File: config.mk
export PLATFORM = sky130hd
export DESIGN_NAME = newton_cubic_root_finder_core_flat
export DESIGN_NICKNAME = d
export VERILOG_FILES = /design/src/hdl/ncrf_pkg.sv /design/src/hdl/ncrf_ifs.sv /design/src/hdl/ncrf_mul.sv /design/src/hdl/ncrf_div.sv /design/src/hdl/ncrf_core.sv /design/src/hdl/newton_cubic_root_finder_core.sv /design/src/flat_wrapper.sv
export SDC_FILE = /design/constraint.sdc
export NUM_CORES = 2
export LEC_CHECK = 0
export BUFFER_PORTS_ARGS = -buffer_cell sky130_fd_sc_hd__buf_2
export CORE_MARGIN = 5
export CORE_UTILIZATION = 70
export CTS_CLUSTER_SIZE = 10
export DETAILED_ROUTE_END_ITERATION = 12
export GPL_TIMING_DRIVEN = 0
export PLACE_DENSITY_LB_ADDON = 0.05
export REMOVE_ABC_BUFFERS = 1
export SLEW_MARGIN = 20
export SYNTH_ARGS = -nofsm -noshare
export SYNTH_HDL_FRONTEND = slang
export SYNTH_SLANG_ARGS = --single-unit
File: constraint.sdc
create_clock -name clk -period 33.2 [get_ports clk]
set_clock_uncertainty 0.2 [all_clocks]
set_input_delay 1.66 -clock clk [delete_from_list [all_inputs] [get_ports clk]]
set_output_delay 1.66 -clock clk [all_outputs]
set_load 0.005 [all_outputs]
File: src/hdl/ncrf_pkg.sv
// Shared types, constants and helpers for the Newton cubic root finder.
package ncrf_pkg;

  localparam int DATA_W    = 32;
  localparam int ACC_W     = 36;
  localparam int TOL_W     = 31;
  localparam int ITER_W    = 7;
  localparam int STATUS_W  = 2;
  localparam int CFG_IDX_W = 8;

  typedef logic signed [DATA_W-1:0] fix_t;
  typedef logic signed [ACC_W-1:0]  acc_t;

  localparam fix_t FIX_MAX = 32'sh7FFF_FFFF;
  localparam fix_t FIX_MIN = 32'sh8000_0000;

  localparam logic [CFG_IDX_W-1:0] REG_COEF_SQUARE   = 8'd0;
  localparam logic [CFG_IDX_W-1:0] REG_COEF_LINEAR   = 8'd1;
  localparam logic [CFG_IDX_W-1:0] REG_COEF_CONSTANT = 8'd2;
  localparam logic [CFG_IDX_W-1:0] REG_TOLERANCE     = 8'd3;

  localparam fix_t             RST_COEF_SQUARE   = -32'sd1677722;
  localparam fix_t             RST_COEF_LINEAR   = 32'sd6710886;
  localparam fix_t             RST_COEF_CONSTANT = -32'sd25165824;
  localparam logic [TOL_W-1:0] RST_TOLERANCE     = 31'd16777;

  typedef enum logic [STATUS_W-1:0] {
    STATUS_CONVERGED  = 2'd0,
    STATUS_ITER_LIMIT = 2'd1,
    STATUS_ZERO_SLOPE = 2'd2
  } status_t;

  typedef enum logic [3:0] {
    ST_IDLE,
    ST_PX2,
    ST_PX2W,
    ST_PLIN,
    ST_PCUB,
    ST_PSQ,
    ST_PEND,
    ST_SLP0,
    ST_SLP1,
    ST_SEND,
    ST_DIV,
    ST_UPD,
    ST_DONE
  } state_t;

  typedef enum logic [1:0] {
    PH_START,
    PH_ALT,
    PH_UPDATE
  } phase_t;

  typedef struct packed {
    fix_t             coef_square;
    fix_t             coef_linear;
    fix_t             coef_constant;
    logic [TOL_W-1:0] tolerance;
  } cfg_t;

  typedef struct packed {
    fix_t              root;
    logic [ITER_W-1:0] iterations;
    status_t           status;
  } res_t;

  typedef struct packed {
    logic start;
    fix_t num;
    fix_t den;
  } div_req_t;

  typedef struct packed {
    logic done;
    fix_t quo;
  } div_rsp_t;

  function automatic fix_t sat_acc(acc_t v);
    fix_t r;
    if (v[ACC_W-1:DATA_W-1] == '0 || v[ACC_W-1:DATA_W-1] == '1) begin
      r = v[DATA_W-1:0];
    end else begin
      r = v[ACC_W-1] ? FIX_MIN : FIX_MAX;
    end
    return r;
  endfunction

endpackage

File: src/hdl/ncrf_ifs.sv
// Handshake channel interfaces: interval input, root result, register writes.
interface ncrf_in_if;
  logic               valid;
  logic               ready;
  ncrf_pkg::fix_t     interval_low;
  ncrf_pkg::fix_t     interval_high;
  modport source (output valid, output interval_low, output interval_high, input ready);
  modport sink   (input valid, input interval_low, input interval_high, output ready);
endinterface

interface ncrf_out_if;
  logic                            valid;
  logic                            ready;
  ncrf_pkg::fix_t                  root;
  logic [ncrf_pkg::ITER_W-1:0]     iterations;
  logic [ncrf_pkg::STATUS_W-1:0]   status;
  modport source (output valid, output root, output iterations, output status, input ready);
  modport sink   (input valid, input root, input iterations, input status, output ready);
endinterface

interface ncrf_cfg_if;
  logic                             valid;
  logic                             ready;
  logic [ncrf_pkg::CFG_IDX_W-1:0]   index;
  logic [ncrf_pkg::DATA_W-1:0]      data;
  modport source (output valid, output index, output data, input ready);
  modport sink   (input valid, input index, input data, output ready);
endinterface

File: src/hdl/ncrf_mul.sv
// Shared fixed-point multiplier: registered product, floor scaling, saturation.
module ncrf_mul #(
  parameter int FRAC_BITS = 24
) (
  input  logic           clk,
  input  ncrf_pkg::fix_t op_a,
  input  ncrf_pkg::fix_t op_b,
  output ncrf_pkg::fix_t res
);

  logic signed [2*ncrf_pkg::DATA_W-1:0] prod;
  logic signed [2*ncrf_pkg::DATA_W-1:0] scaled;

  always_ff @(posedge clk) begin
    prod <= op_a * op_b;
  end

  assign scaled = prod >>> FRAC_BITS;

  always_comb begin
    if (scaled[2*ncrf_pkg::DATA_W-1:ncrf_pkg::DATA_W-1] == '0 ||
        scaled[2*ncrf_pkg::DATA_W-1:ncrf_pkg::DATA_W-1] == '1) begin
      res = scaled[ncrf_pkg::DATA_W-1:0];
    end else begin
      res = scaled[2*ncrf_pkg::DATA_W-1] ? ncrf_pkg::FIX_MIN : ncrf_pkg::FIX_MAX;
    end
  end

endmodule

File: src/hdl/ncrf_div.sv
// Radix-2 restoring divider for (num * 2^FRAC_BITS) / den with saturation.
module ncrf_div #(
  parameter int FRAC_BITS = 24
) (
  input  logic               clk,
  input  logic               rst,
  input  ncrf_pkg::div_req_t req,
  output ncrf_pkg::div_rsp_t rsp
);

  localparam int DW = ncrf_pkg::DATA_W;
  localparam int NW = DW + FRAC_BITS;
  localparam int CW = $clog2(NW + 1);

  logic          busy;
  logic          fin;
  logic          done;
  logic [CW-1:0] cnt;
  logic [NW-1:0] nq;
  logic [DW-1:0] rem;
  logic [DW-1:0] dmag;
  logic          neg;
  ncrf_pkg::fix_t quo;

  logic [DW:0]   rem_sh;
  logic          ge;
  logic [DW-1:0] num_mag;
  logic [DW-1:0] den_mag;
  logic          ovf_pos;
  logic          ovf_neg;

  assign rem_sh  = {rem, nq[NW-1]};
  assign ge      = rem_sh >= {1'b0, dmag};
  assign num_mag = req.num[DW-1] ? DW'(-req.num) : req.num;
  assign den_mag = req.den[DW-1] ? DW'(-req.den) : req.den;
  assign ovf_pos = |nq[NW-1:DW-1];
  assign ovf_neg = (|nq[NW-1:DW]) || (nq[DW-1] && (|nq[DW-2:0]));

  always_ff @(posedge clk) begin
    if (rst) begin
      busy <= 1'b0;
      fin  <= 1'b0;
      done <= 1'b0;
    end else begin
      done <= fin;
      fin  <= !req.start && busy && cnt == CW'(1);
      if (req.start) begin
        busy <= 1'b1;
      end else if (busy && cnt == CW'(1)) begin
        busy <= 1'b0;
      end
    end
  end

  always_ff @(posedge clk) begin
    if (req.start) begin
      nq   <= {num_mag, FRAC_BITS'(0)};
      rem  <= '0;
      dmag <= den_mag;
      neg  <= req.num[DW-1] ^ req.den[DW-1];
      cnt  <= CW'(NW);
    end else if (busy) begin
      rem <= ge ? DW'(rem_sh - {1'b0, dmag}) : rem_sh[DW-1:0];
      nq  <= {nq[NW-2:0], ge};
      cnt <= cnt - CW'(1);
    end
    if (fin) begin
      if (neg) begin
        quo <= ovf_neg ? ncrf_pkg::FIX_MIN : DW'(-nq[DW-1:0]);
      end else begin
        quo <= ovf_pos ? ncrf_pkg::FIX_MAX : nq[DW-1:0];
      end
    end
  end

  assign rsp.done = done;
  assign rsp.quo  = quo;

  // divide-by-zero is filtered upstream
  a_nonzero_den: assert property (@(posedge clk) disable iff (rst) busy |-> dmag != '0)
    else $error("divider running with zero divisor");

endmodule

File: src/hdl/ncrf_core.sv
// Newton iteration sequencer around the shared multiplier and the divider.
module ncrf_core #(
  parameter int MAX_ITER  = 64,
  parameter int FRAC_BITS = 24
) (
  input  logic           clk,
  input  logic           rst,
  input  ncrf_pkg::cfg_t cfg,
  input  logic           in_valid,
  output logic           in_ready,
  input  ncrf_pkg::fix_t in_low,
  input  ncrf_pkg::fix_t in_high,
  output logic           res_valid,
  input  logic           res_ready,
  output ncrf_pkg::res_t res
);

  localparam int CNT_W = $clog2(MAX_ITER + 1);

  ncrf_pkg::state_t   state;
  ncrf_pkg::state_t   state_next;
  ncrf_pkg::phase_t   phase;
  ncrf_pkg::status_t  status;
  ncrf_pkg::fix_t     x;
  ncrf_pkg::fix_t     x2;
  ncrf_pkg::fix_t     f;
  ncrf_pkg::fix_t     b_end;
  ncrf_pkg::acc_t     acc;
  logic [CNT_W-1:0]   count;

  ncrf_pkg::fix_t     op_a;
  ncrf_pkg::fix_t     op_b;
  ncrf_pkg::fix_t     mres;
  ncrf_pkg::div_req_t div_req;
  ncrf_pkg::div_rsp_t div_rsp;

  ncrf_pkg::fix_t     fs;
  ncrf_pkg::acc_t     fabs;
  ncrf_pkg::acc_t     curv;
  logic               same;
  logic               conv;
  logic               at_limit;

  ncrf_mul #(.FRAC_BITS(FRAC_BITS)) u_mul (
    .clk  (clk),
    .op_a (op_a),
    .op_b (op_b),
    .res  (mres)
  );

  ncrf_div #(.FRAC_BITS(FRAC_BITS)) u_div (
    .clk (clk),
    .rst (rst),
    .req (div_req),
    .rsp (div_rsp)
  );

  assign fs       = ncrf_pkg::sat_acc(acc);
  assign fabs     = fs[ncrf_pkg::DATA_W-1] ? -ncrf_pkg::acc_t'(fs) : ncrf_pkg::acc_t'(fs);
  assign conv     = fabs < ncrf_pkg::acc_t'(cfg.tolerance);
  assign at_limit = count >= CNT_W'(MAX_ITER);
  assign curv     = (ncrf_pkg::acc_t'(x) <<< 2) + (ncrf_pkg::acc_t'(x) <<< 1)
                  + (ncrf_pkg::acc_t'(cfg.coef_square) <<< 1);
  assign same     = (acc > 0 && curv > 0) || (acc < 0 && curv < 0);

  always_ff @(posedge clk) begin
    if (rst) begin
      state <= ncrf_pkg::ST_IDLE;
    end else begin
      state <= state_next;
    end
  end

  always_comb begin
    state_next    = state;
    in_ready      = 1'b0;
    res_valid     = 1'b0;
    op_a          = x;
    op_b          = x;
    div_req.start = 1'b0;
    div_req.num   = f;
    div_req.den   = fs;
    unique case (state)
      ncrf_pkg::ST_IDLE: begin
        in_ready = 1'b1;
        if (in_valid) state_next = ncrf_pkg::ST_PX2;
      end
      ncrf_pkg::ST_PX2:  state_next = ncrf_pkg::ST_PX2W;
      ncrf_pkg::ST_PX2W: begin
        op_a       = cfg.coef_linear;
        state_next = ncrf_pkg::ST_PLIN;
      end
      ncrf_pkg::ST_PLIN: begin
        op_a       = x2;
        state_next = ncrf_pkg::ST_PCUB;
      end
      ncrf_pkg::ST_PCUB: begin
        op_a       = cfg.coef_square;
        op_b       = x2;
        state_next = ncrf_pkg::ST_PSQ;
      end
      ncrf_pkg::ST_PSQ:  state_next = ncrf_pkg::ST_PEND;
      ncrf_pkg::ST_PEND: begin
        unique case (phase)
          ncrf_pkg::PH_START:  state_next = same ? ncrf_pkg::ST_SLP0 : ncrf_pkg::ST_PX2;
          ncrf_pkg::PH_ALT:    state_next = ncrf_pkg::ST_SLP0;
          ncrf_pkg::PH_UPDATE: begin
            state_next = (conv || at_limit) ? ncrf_pkg::ST_DONE : ncrf_pkg::ST_SLP0;
          end
          default:             state_next = ncrf_pkg::ST_IDLE;
        endcase
      end
      ncrf_pkg::ST_SLP0: begin
        op_a       = cfg.coef_square;
        state_next = ncrf_pkg::ST_SLP1;
      end
      ncrf_pkg::ST_SLP1: state_next = ncrf_pkg::ST_SEND;
      ncrf_pkg::ST_SEND: begin
        if (acc == '0) begin
          state_next = ncrf_pkg::ST_DONE;
        end else begin
          div_req.start = 1'b1;
          state_next    = ncrf_pkg::ST_DIV;
        end
      end
      ncrf_pkg::ST_DIV: begin
        if (div_rsp.done) state_next = ncrf_pkg::ST_UPD;
      end
      ncrf_pkg::ST_UPD:  state_next = ncrf_pkg::ST_PX2;
      ncrf_pkg::ST_DONE: begin
        res_valid = 1'b1;
        if (res_ready) state_next = ncrf_pkg::ST_IDLE;
      end
      default:           state_next = ncrf_pkg::ST_IDLE;
    endcase
  end

  always_ff @(posedge clk) begin
    case (state)
      ncrf_pkg::ST_IDLE: begin
        if (in_valid) begin
          x     <= in_low;
          b_end <= in_high;
          count <= '0;
          phase <= ncrf_pkg::PH_START;
        end
      end
      ncrf_pkg::ST_PX2W: begin
        x2  <= mres;
        acc <= ncrf_pkg::acc_t'(cfg.coef_constant);
      end
      ncrf_pkg::ST_PLIN, ncrf_pkg::ST_PCUB, ncrf_pkg::ST_PSQ: begin
        acc <= acc + ncrf_pkg::acc_t'(mres);
      end
      ncrf_pkg::ST_PEND: begin
        f <= fs;
        if (phase == ncrf_pkg::PH_START && !same) begin
          x     <= b_end;
          phase <= ncrf_pkg::PH_ALT;
        end
        if (phase == ncrf_pkg::PH_UPDATE) begin
          status <= conv ? ncrf_pkg::STATUS_CONVERGED : ncrf_pkg::STATUS_ITER_LIMIT;
        end
      end
      ncrf_pkg::ST_SLP0: begin
        acc <= (ncrf_pkg::acc_t'(x2) <<< 1) + ncrf_pkg::acc_t'(x2)
             + ncrf_pkg::acc_t'(cfg.coef_linear);
      end
      ncrf_pkg::ST_SLP1: begin
        acc <= acc + (ncrf_pkg::acc_t'(mres) <<< 1);
      end
      ncrf_pkg::ST_SEND: begin
        status <= ncrf_pkg::STATUS_ZERO_SLOPE;
      end
      ncrf_pkg::ST_UPD: begin
        x     <= ncrf_pkg::sat_acc(ncrf_pkg::acc_t'(x) - ncrf_pkg::acc_t'(div_rsp.quo));
        count <= count + CNT_W'(1);
        phase <= ncrf_pkg::PH_UPDATE;
      end
      default: ;
    endcase
  end

  assign res.root       = x;
  assign res.iterations = ncrf_pkg::ITER_W'(count);
  assign res.status     = status;

  a_count_bound: assert property (@(posedge clk) disable iff (rst)
    state != ncrf_pkg::ST_IDLE |-> count <= CNT_W'(MAX_ITER))
    else $error("update count past limit");

  a_upd_below_limit: assert property (@(posedge clk) disable iff (rst)
    state == ncrf_pkg::ST_UPD |-> count < CNT_W'(MAX_ITER))
    else $error("update issued at iteration limit");

  a_check_after_update: assert property (@(posedge clk) disable iff (rst)
    (state == ncrf_pkg::ST_PEND && phase == ncrf_pkg::PH_UPDATE) |-> count != '0)
    else $error("residual check without an update");

endmodule

File: src/hdl/newton_cubic_root_finder_core.sv
// Top level of the Newton cubic root finder: register file, core, result register.
//
// Usage:
//   item   : one beat carries an interval end pair (interval_low, interval_high),
//            signed fixed point with FRAC_BITS fraction bits.
//   result : one beat per item with root, iterations and status
//            (converged, iteration limit, zero derivative).
//   cfg    : register writes (0 x^2 coef, 1 x coef, 2 constant, 3 tolerance),
//            always ready; write only while no item is in flight.
// Flow: an item runs the start-point test (with a second evaluation if the
//   other end is chosen), then Newton updates until it converges, hits the
//   iteration limit or meets a zero slope, then hands the result off. The
//   bit-serial divider dominates each update; the four polynomial products
//   and the slope product go through one shared multiplier.
// item.ready is high only while the core is idle: one item at a time.
// Reset loads the default coefficients and tolerance and empties the result
//   register. A stalled result waits in the result register; the core may
//   take and start the next item meanwhile and holds its result until the
//   register frees.
module newton_cubic_root_finder_core #(
  parameter int MAX_ITER  = 64,
  parameter int FRAC_BITS = 24
) (
  input logic        clk,
  input logic        rst,
  ncrf_in_if.sink    item,
  ncrf_out_if.source result,
  ncrf_cfg_if.sink   cfg
);

  ncrf_pkg::cfg_t cfg_regs;
  ncrf_pkg::res_t core_res;
  ncrf_pkg::res_t out_res;
  logic           core_valid;
  logic           core_ready;
  logic           out_valid;

  assign cfg.ready = 1'b1;

  always_ff @(posedge clk) begin
    if (rst) begin
      cfg_regs.coef_square   <= ncrf_pkg::RST_COEF_SQUARE;
      cfg_regs.coef_linear   <= ncrf_pkg::RST_COEF_LINEAR;
      cfg_regs.coef_constant <= ncrf_pkg::RST_COEF_CONSTANT;
      cfg_regs.tolerance     <= ncrf_pkg::RST_TOLERANCE;
    end else if (cfg.valid) begin
      unique case (cfg.index)
        ncrf_pkg::REG_COEF_SQUARE:   cfg_regs.coef_square   <= cfg.data;
        ncrf_pkg::REG_COEF_LINEAR:   cfg_regs.coef_linear   <= cfg.data;
        ncrf_pkg::REG_COEF_CONSTANT: cfg_regs.coef_constant <= cfg.data;
        ncrf_pkg::REG_TOLERANCE:     cfg_regs.tolerance     <= cfg.data[ncrf_pkg::TOL_W-1:0];
        default: ;
      endcase
    end
  end

  ncrf_core #(
    .MAX_ITER  (MAX_ITER),
    .FRAC_BITS (FRAC_BITS)
  ) u_core (
    .clk       (clk),
    .rst       (rst),
    .cfg       (cfg_regs),
    .in_valid  (item.valid),
    .in_ready  (item.ready),
    .in_low    (item.interval_low),
    .in_high   (item.interval_high),
    .res_valid (core_valid),
    .res_ready (core_ready),
    .res       (core_res)
  );

  assign core_ready = !out_valid || result.ready;

  always_ff @(posedge clk) begin
    if (rst) begin
      out_valid <= 1'b0;
    end else if (core_valid && core_ready) begin
      out_valid <= 1'b1;
    end else if (result.ready) begin
      out_valid <= 1'b0;
    end
  end

  always_ff @(posedge clk) begin
    if (core_valid && core_ready) out_res <= core_res;
  end

  assign result.valid      = out_valid;
  assign result.root       = out_res.root;
  assign result.iterations = out_res.iterations;
  assign result.status     = out_res.status;

  a_busy_after_accept: assert property (@(posedge clk) disable iff (rst)
    (item.valid && item.ready) |=> !item.ready)
    else $error("second item taken while one is in progress");

endmodule

File: src/flat_wrapper.sv
// flat-port wrapper written by rule: the top's interface ports become plain ports
module newton_cubic_root_finder_core_flat 
#(
  parameter int MAX_ITER  = 64,
  parameter int FRAC_BITS = 24
)
  (clk, rst, item_valid, item_interval_low, item_interval_high, item_ready, result_valid, result_root, result_iterations, result_status, result_ready, cfg_valid, cfg_index, cfg_data, cfg_ready);
  ncrf_in_if item_i ();
  ncrf_out_if result_i ();
  ncrf_cfg_if cfg_i ();
  input logic clk;
  input logic rst;
  input wire logic [$bits(item_i.valid)-1:0] item_valid;
  input wire logic [$bits(item_i.interval_low)-1:0] item_interval_low;
  input wire logic [$bits(item_i.interval_high)-1:0] item_interval_high;
  output wire logic [$bits(item_i.ready)-1:0] item_ready;
  output wire logic [$bits(result_i.valid)-1:0] result_valid;
  output wire logic [$bits(result_i.root)-1:0] result_root;
  output wire logic [$bits(result_i.iterations)-1:0] result_iterations;
  output wire logic [$bits(result_i.status)-1:0] result_status;
  input wire logic [$bits(result_i.ready)-1:0] result_ready;
  input wire logic [$bits(cfg_i.valid)-1:0] cfg_valid;
  input wire logic [$bits(cfg_i.index)-1:0] cfg_index;
  input wire logic [$bits(cfg_i.data)-1:0] cfg_data;
  output wire logic [$bits(cfg_i.ready)-1:0] cfg_ready;
  assign item_i.valid = item_valid;
  assign item_i.interval_low = item_interval_low;
  assign item_i.interval_high = item_interval_high;
  assign item_ready = item_i.ready;
  assign result_valid = result_i.valid;
  assign result_root = result_i.root;
  assign result_iterations = result_i.iterations;
  assign result_status = result_i.status;
  assign result_i.ready = result_ready;
  assign cfg_i.valid = cfg_valid;
  assign cfg_i.index = cfg_index;
  assign cfg_i.data = cfg_data;
  assign cfg_ready = cfg_i.ready;
  newton_cubic_root_finder_core #(.MAX_ITER(MAX_ITER), .FRAC_BITS(FRAC_BITS)) u_core (.clk(clk), .rst(rst), .item(item_i), .result(result_i), .cfg(cfg_i));
endmodule
==> run_results.csv <==
group,metric,value,unit
status,outcome,"complete, no violations",
clock_tree,cts.path.max_buffers,3,
synthesis,ys_ff_latch,550,
floorplan,num_rows,116,
setup_path,crit_end,"u_core.u_core.u_mul.prod[62]",
detailed_routing,firstDrtPassIters,10,
global_routing,antenna_found_initial,19,
synthesis,synthTopCellsByCount,"1159 x nand2_1, 1149 x fa_1, 1148 x inv_1",
clock_tree,clk_latency,0.65,ns
floorplan,coreArea,100300,µm²
setup_path,reg2reg_to,"u_core.u_core.u_mul.prod[62]",
detailed_routing,route.vias.total,59550,
synthesis,synth_edf_count,313,
global_routing,grt_pass1_vias,59550,
setup_path,cp.arrival,12.70,ns
clock_tree,cts_tree,"done",
setup_path,crit_fanout,33,
sta,hold_viol_final,0,
synthesis,synth_ff_type,"edfxtp_1",
synthesis,synth_top_area_share,32.49,%
sta,post-route-min-period,12.38,ns
clock_tree,htree_levels,3,
clock_tree,cts_root_buffer,"clkbuf_16",
detailed_routing,routed_via_density,6.465,
clock_tree,cts_sinks,550,
floorplan,fp.dieW,328.0,µm
floorplan,die_y,328.0,µm
floorplan,io_pins,153,
sta,fmax,80.75,MHz
synthesis,synth-seq-area-share,19.97,%
clock_tree,cts_setup_buffers,0,
synthesis,syn_inst,7874,
floorplan,initial_core_util,70.60,%
clock_tree,cts_buffers,67,
setup_path,crit_required,33.52,ns
detailed_routing,drc,0,
clock_tree,cts_resized,0,
sta,slew_violations,0,
synthesis,synthTopCellsByArea,"fa_1 32%, edfxtp_1 13%, ha_1 7.4%, dfxtp_1 6.7%, nand2_1 6.1%",
synthesis,syn_area_per_cell,8.993,µm²
synthesis,ys_async_sr_fraction,0,%
cells_and_area,fillerInstances,7225,
sta,tightest_slew,1.232,ns
min_path,min_path_type,"register to register",
synthesis,synth.cell_area,70810,µm²
synthesis,yosys.area.top_type,"fa_1",
detailed_routing,routed_wl,225700,µm
setup_path,worst_r2r_path_depth,27,
setup_path,worst_setup_path_end_kind,"register",
synthesis,ys_types,92,
global_routing,grt_pass1_wl,344600,µm
clock_tree,cts_hold_buf,0,
sta,hold_slack,0.2525,ns
setup_path,ff2ff_setup_slack,20.82,ns
global_routing,grt_max_degree,87,
cells_and_area,drive_gt1_share,5.952,%
sta,tns,0,ns
sta,setup_violations,0,
floorplan,die_area,107600,µm²
sta,maxSlewHeadroom,17.85,%
detailed_routing,drt-initial-drc-count,6655,
clock_tree,path_clk_slew,0.06,ns
placement,gp_congestion,0.9892,
run,drv_cap,0,
sta,fin_crit_sh,37.30,%
setup_path,r2r-start,"u_core.u_core.state[3]",
setup_path,crit_start,"u_core.u_core.state[3]",
cells_and_area,nets,9469,
setup_path,crit_type,"register to register",
detailed_routing,avgRoutedWirePerCell,24.50,µm
global_routing,grt.overflow.total,0,
cells_and_area,area_growth_syn_to_layout,6.628,%
global_routing,grt_use_total,41.98,%
setup_path,startpoint_type,"register",
detailed_routing,final_antenna_net_count,0,
synthesis,ys_warn_count,0,
placement,hpwl,175100,µm
sta,rsz0062_at_grt,"no",
placement,portBuffers,151,
synthesis,yosysMostFrequentCell,"nand2_1",
-- critical path: stages (launching register included) --
cell      delay (ns)
dfxtp_1         0.90
or4b_2          1.02
o21a_2          0.76
nand2_1         0.15
and4_1          0.62
a21oi_1         0.63
fa_1            0.56
fa_1            0.58
fa_2            0.64
fa_1            1.07
inv_1           0.49
fa_1            0.62
inv_1           0.06
fa_1            0.56
inv_1           0.06
fa_1            0.47
inv_1           0.05
fa_1            0.45
ha_1            0.38
a21o_1          0.23
a21oi_1         0.15
nor2b_1         0.06
a311o_1         0.34
a21o_1          0.20
a21oi_1         0.22
inv_1           0.09
a221o_1         0.32
a221oi_1        0.29
-- routing by layer --
metal / wire length (µm) / share of wire (%) / track usage (%)
met1: 81830 / 36 / 54.84
met2: 95790 / 42 / 61.94
met3: 31640 / 14 / 14.92
met4: 16110 / 7.1 / 22.30
met5: 340 / 0.15 / 0.9964
-- flip-flops by register name (all words and copies together), names as in the netlist, 36 cells and up --
| register | count |
|---|---|
| u_core.u_core.u_mul.prod | 40 |
| u_core.cfg_regs | 127 |
| u_core.u_core.acc | 36 |
| u_core.u_core.u_div.nq | 56 |
-- per-stage QoR --
step           setup slack [ns]  cells  util [%]  instance area [µm²]
3_3_place_gp              18.58   9000     71.59                71800
3_5_place_dp              20.77   9076     73.14                73350
5_1_grt                   20.51   9203     75.26                75480
6_report                  20.82   9211     75.28                75500
2_1_floorplan             22.90   7492         -                69350
4_1_cts                   20.60   9199     75.20                75420
-- final cells by class --
cell class | instances | area, µm² | share of cell area [%]
clock inverters | 12 | 200.2 | 0.2652
flip-flops and latches | 550 | 14150 | 18.74
repair buffers | 231 | 1984 | 2.628
inverters | 1150 | 4322 | 5.724
clock buffers | 111 | 1872 | 2.479
multi-input cells | 5792 | 51260 | 67.89
diodes | 8 | 20.02 | 0.02652
well taps | 1357 | 1698 | 2.249
-- how the worst min path moves through the flow --
stage,cells after the start,endpoint,from
after global placement,2,u_core.cfg_regs[48],u_core.cfg_regs[48]
after CTS,2,u_core.cfg_regs[43],u_core.cfg_regs[43]
after detailed placement,2,u_core.cfg_regs[43],u_core.cfg_regs[43]
after floorplan,0,u_core.result.status[0],u_core.u_core.status[0]
after global routing,2,u_core.cfg_regs[43],u_core.cfg_regs[43]
final,2,u_core.cfg_regs[43],u_core.cfg_regs[43]
-- logic make-up (layout without fill, tap and decap cells) --
| logic type | Yosys count | after routing | share of synthesized area, % |
|---|---|---|---|
| flip-flops | 550 | 550 | 19.97 |
| buffers and inverters | 1532 | 1504 | 8.162 |
| other | 1 | 9 | 0.005296 |
| AND/OR/NAND/NOR | 2613 | 2613 | 16.22 |
| adder cells (fa/ha/maj) | 1568 | 1568 | 39.89 |
| AO/OA/AOI/OAI | 1283 | 1283 | 11.58 |
| multiplexers | 65 | 65 | 0.9295 |
| XOR/XNOR | 262 | 262 | 3.241 |
-- cells in the final DEF (no fill, tap or decap), types with 39 or more instances in the layout --
cell type / n
o21ai_0: 287
fa_1: 1148
a211oi_1: 51
clkbuf_16: 67
nand2_1: 1143
buf_2: 150
a21o_1: 163
ha_1: 419
edfxtp_1: 313
nand4_1: 69
nand2b_1: 53
nor2_1: 820
nand3_1: 102
a21oi_1: 374
clkbuf_1: 41
inv_1: 1147
nor3_1: 56
o211ai_1: 39
xnor2_1: 143
mux2i_1: 49
nor2b_1: 46
a22oi_1: 40
nand3b_1: 53
dfxtp_1: 235
xor2_1: 118
Power is left out: the tool's default activity adds up to more than one toggle a clock period on the data nets, which glitch-free logic cannot reach.
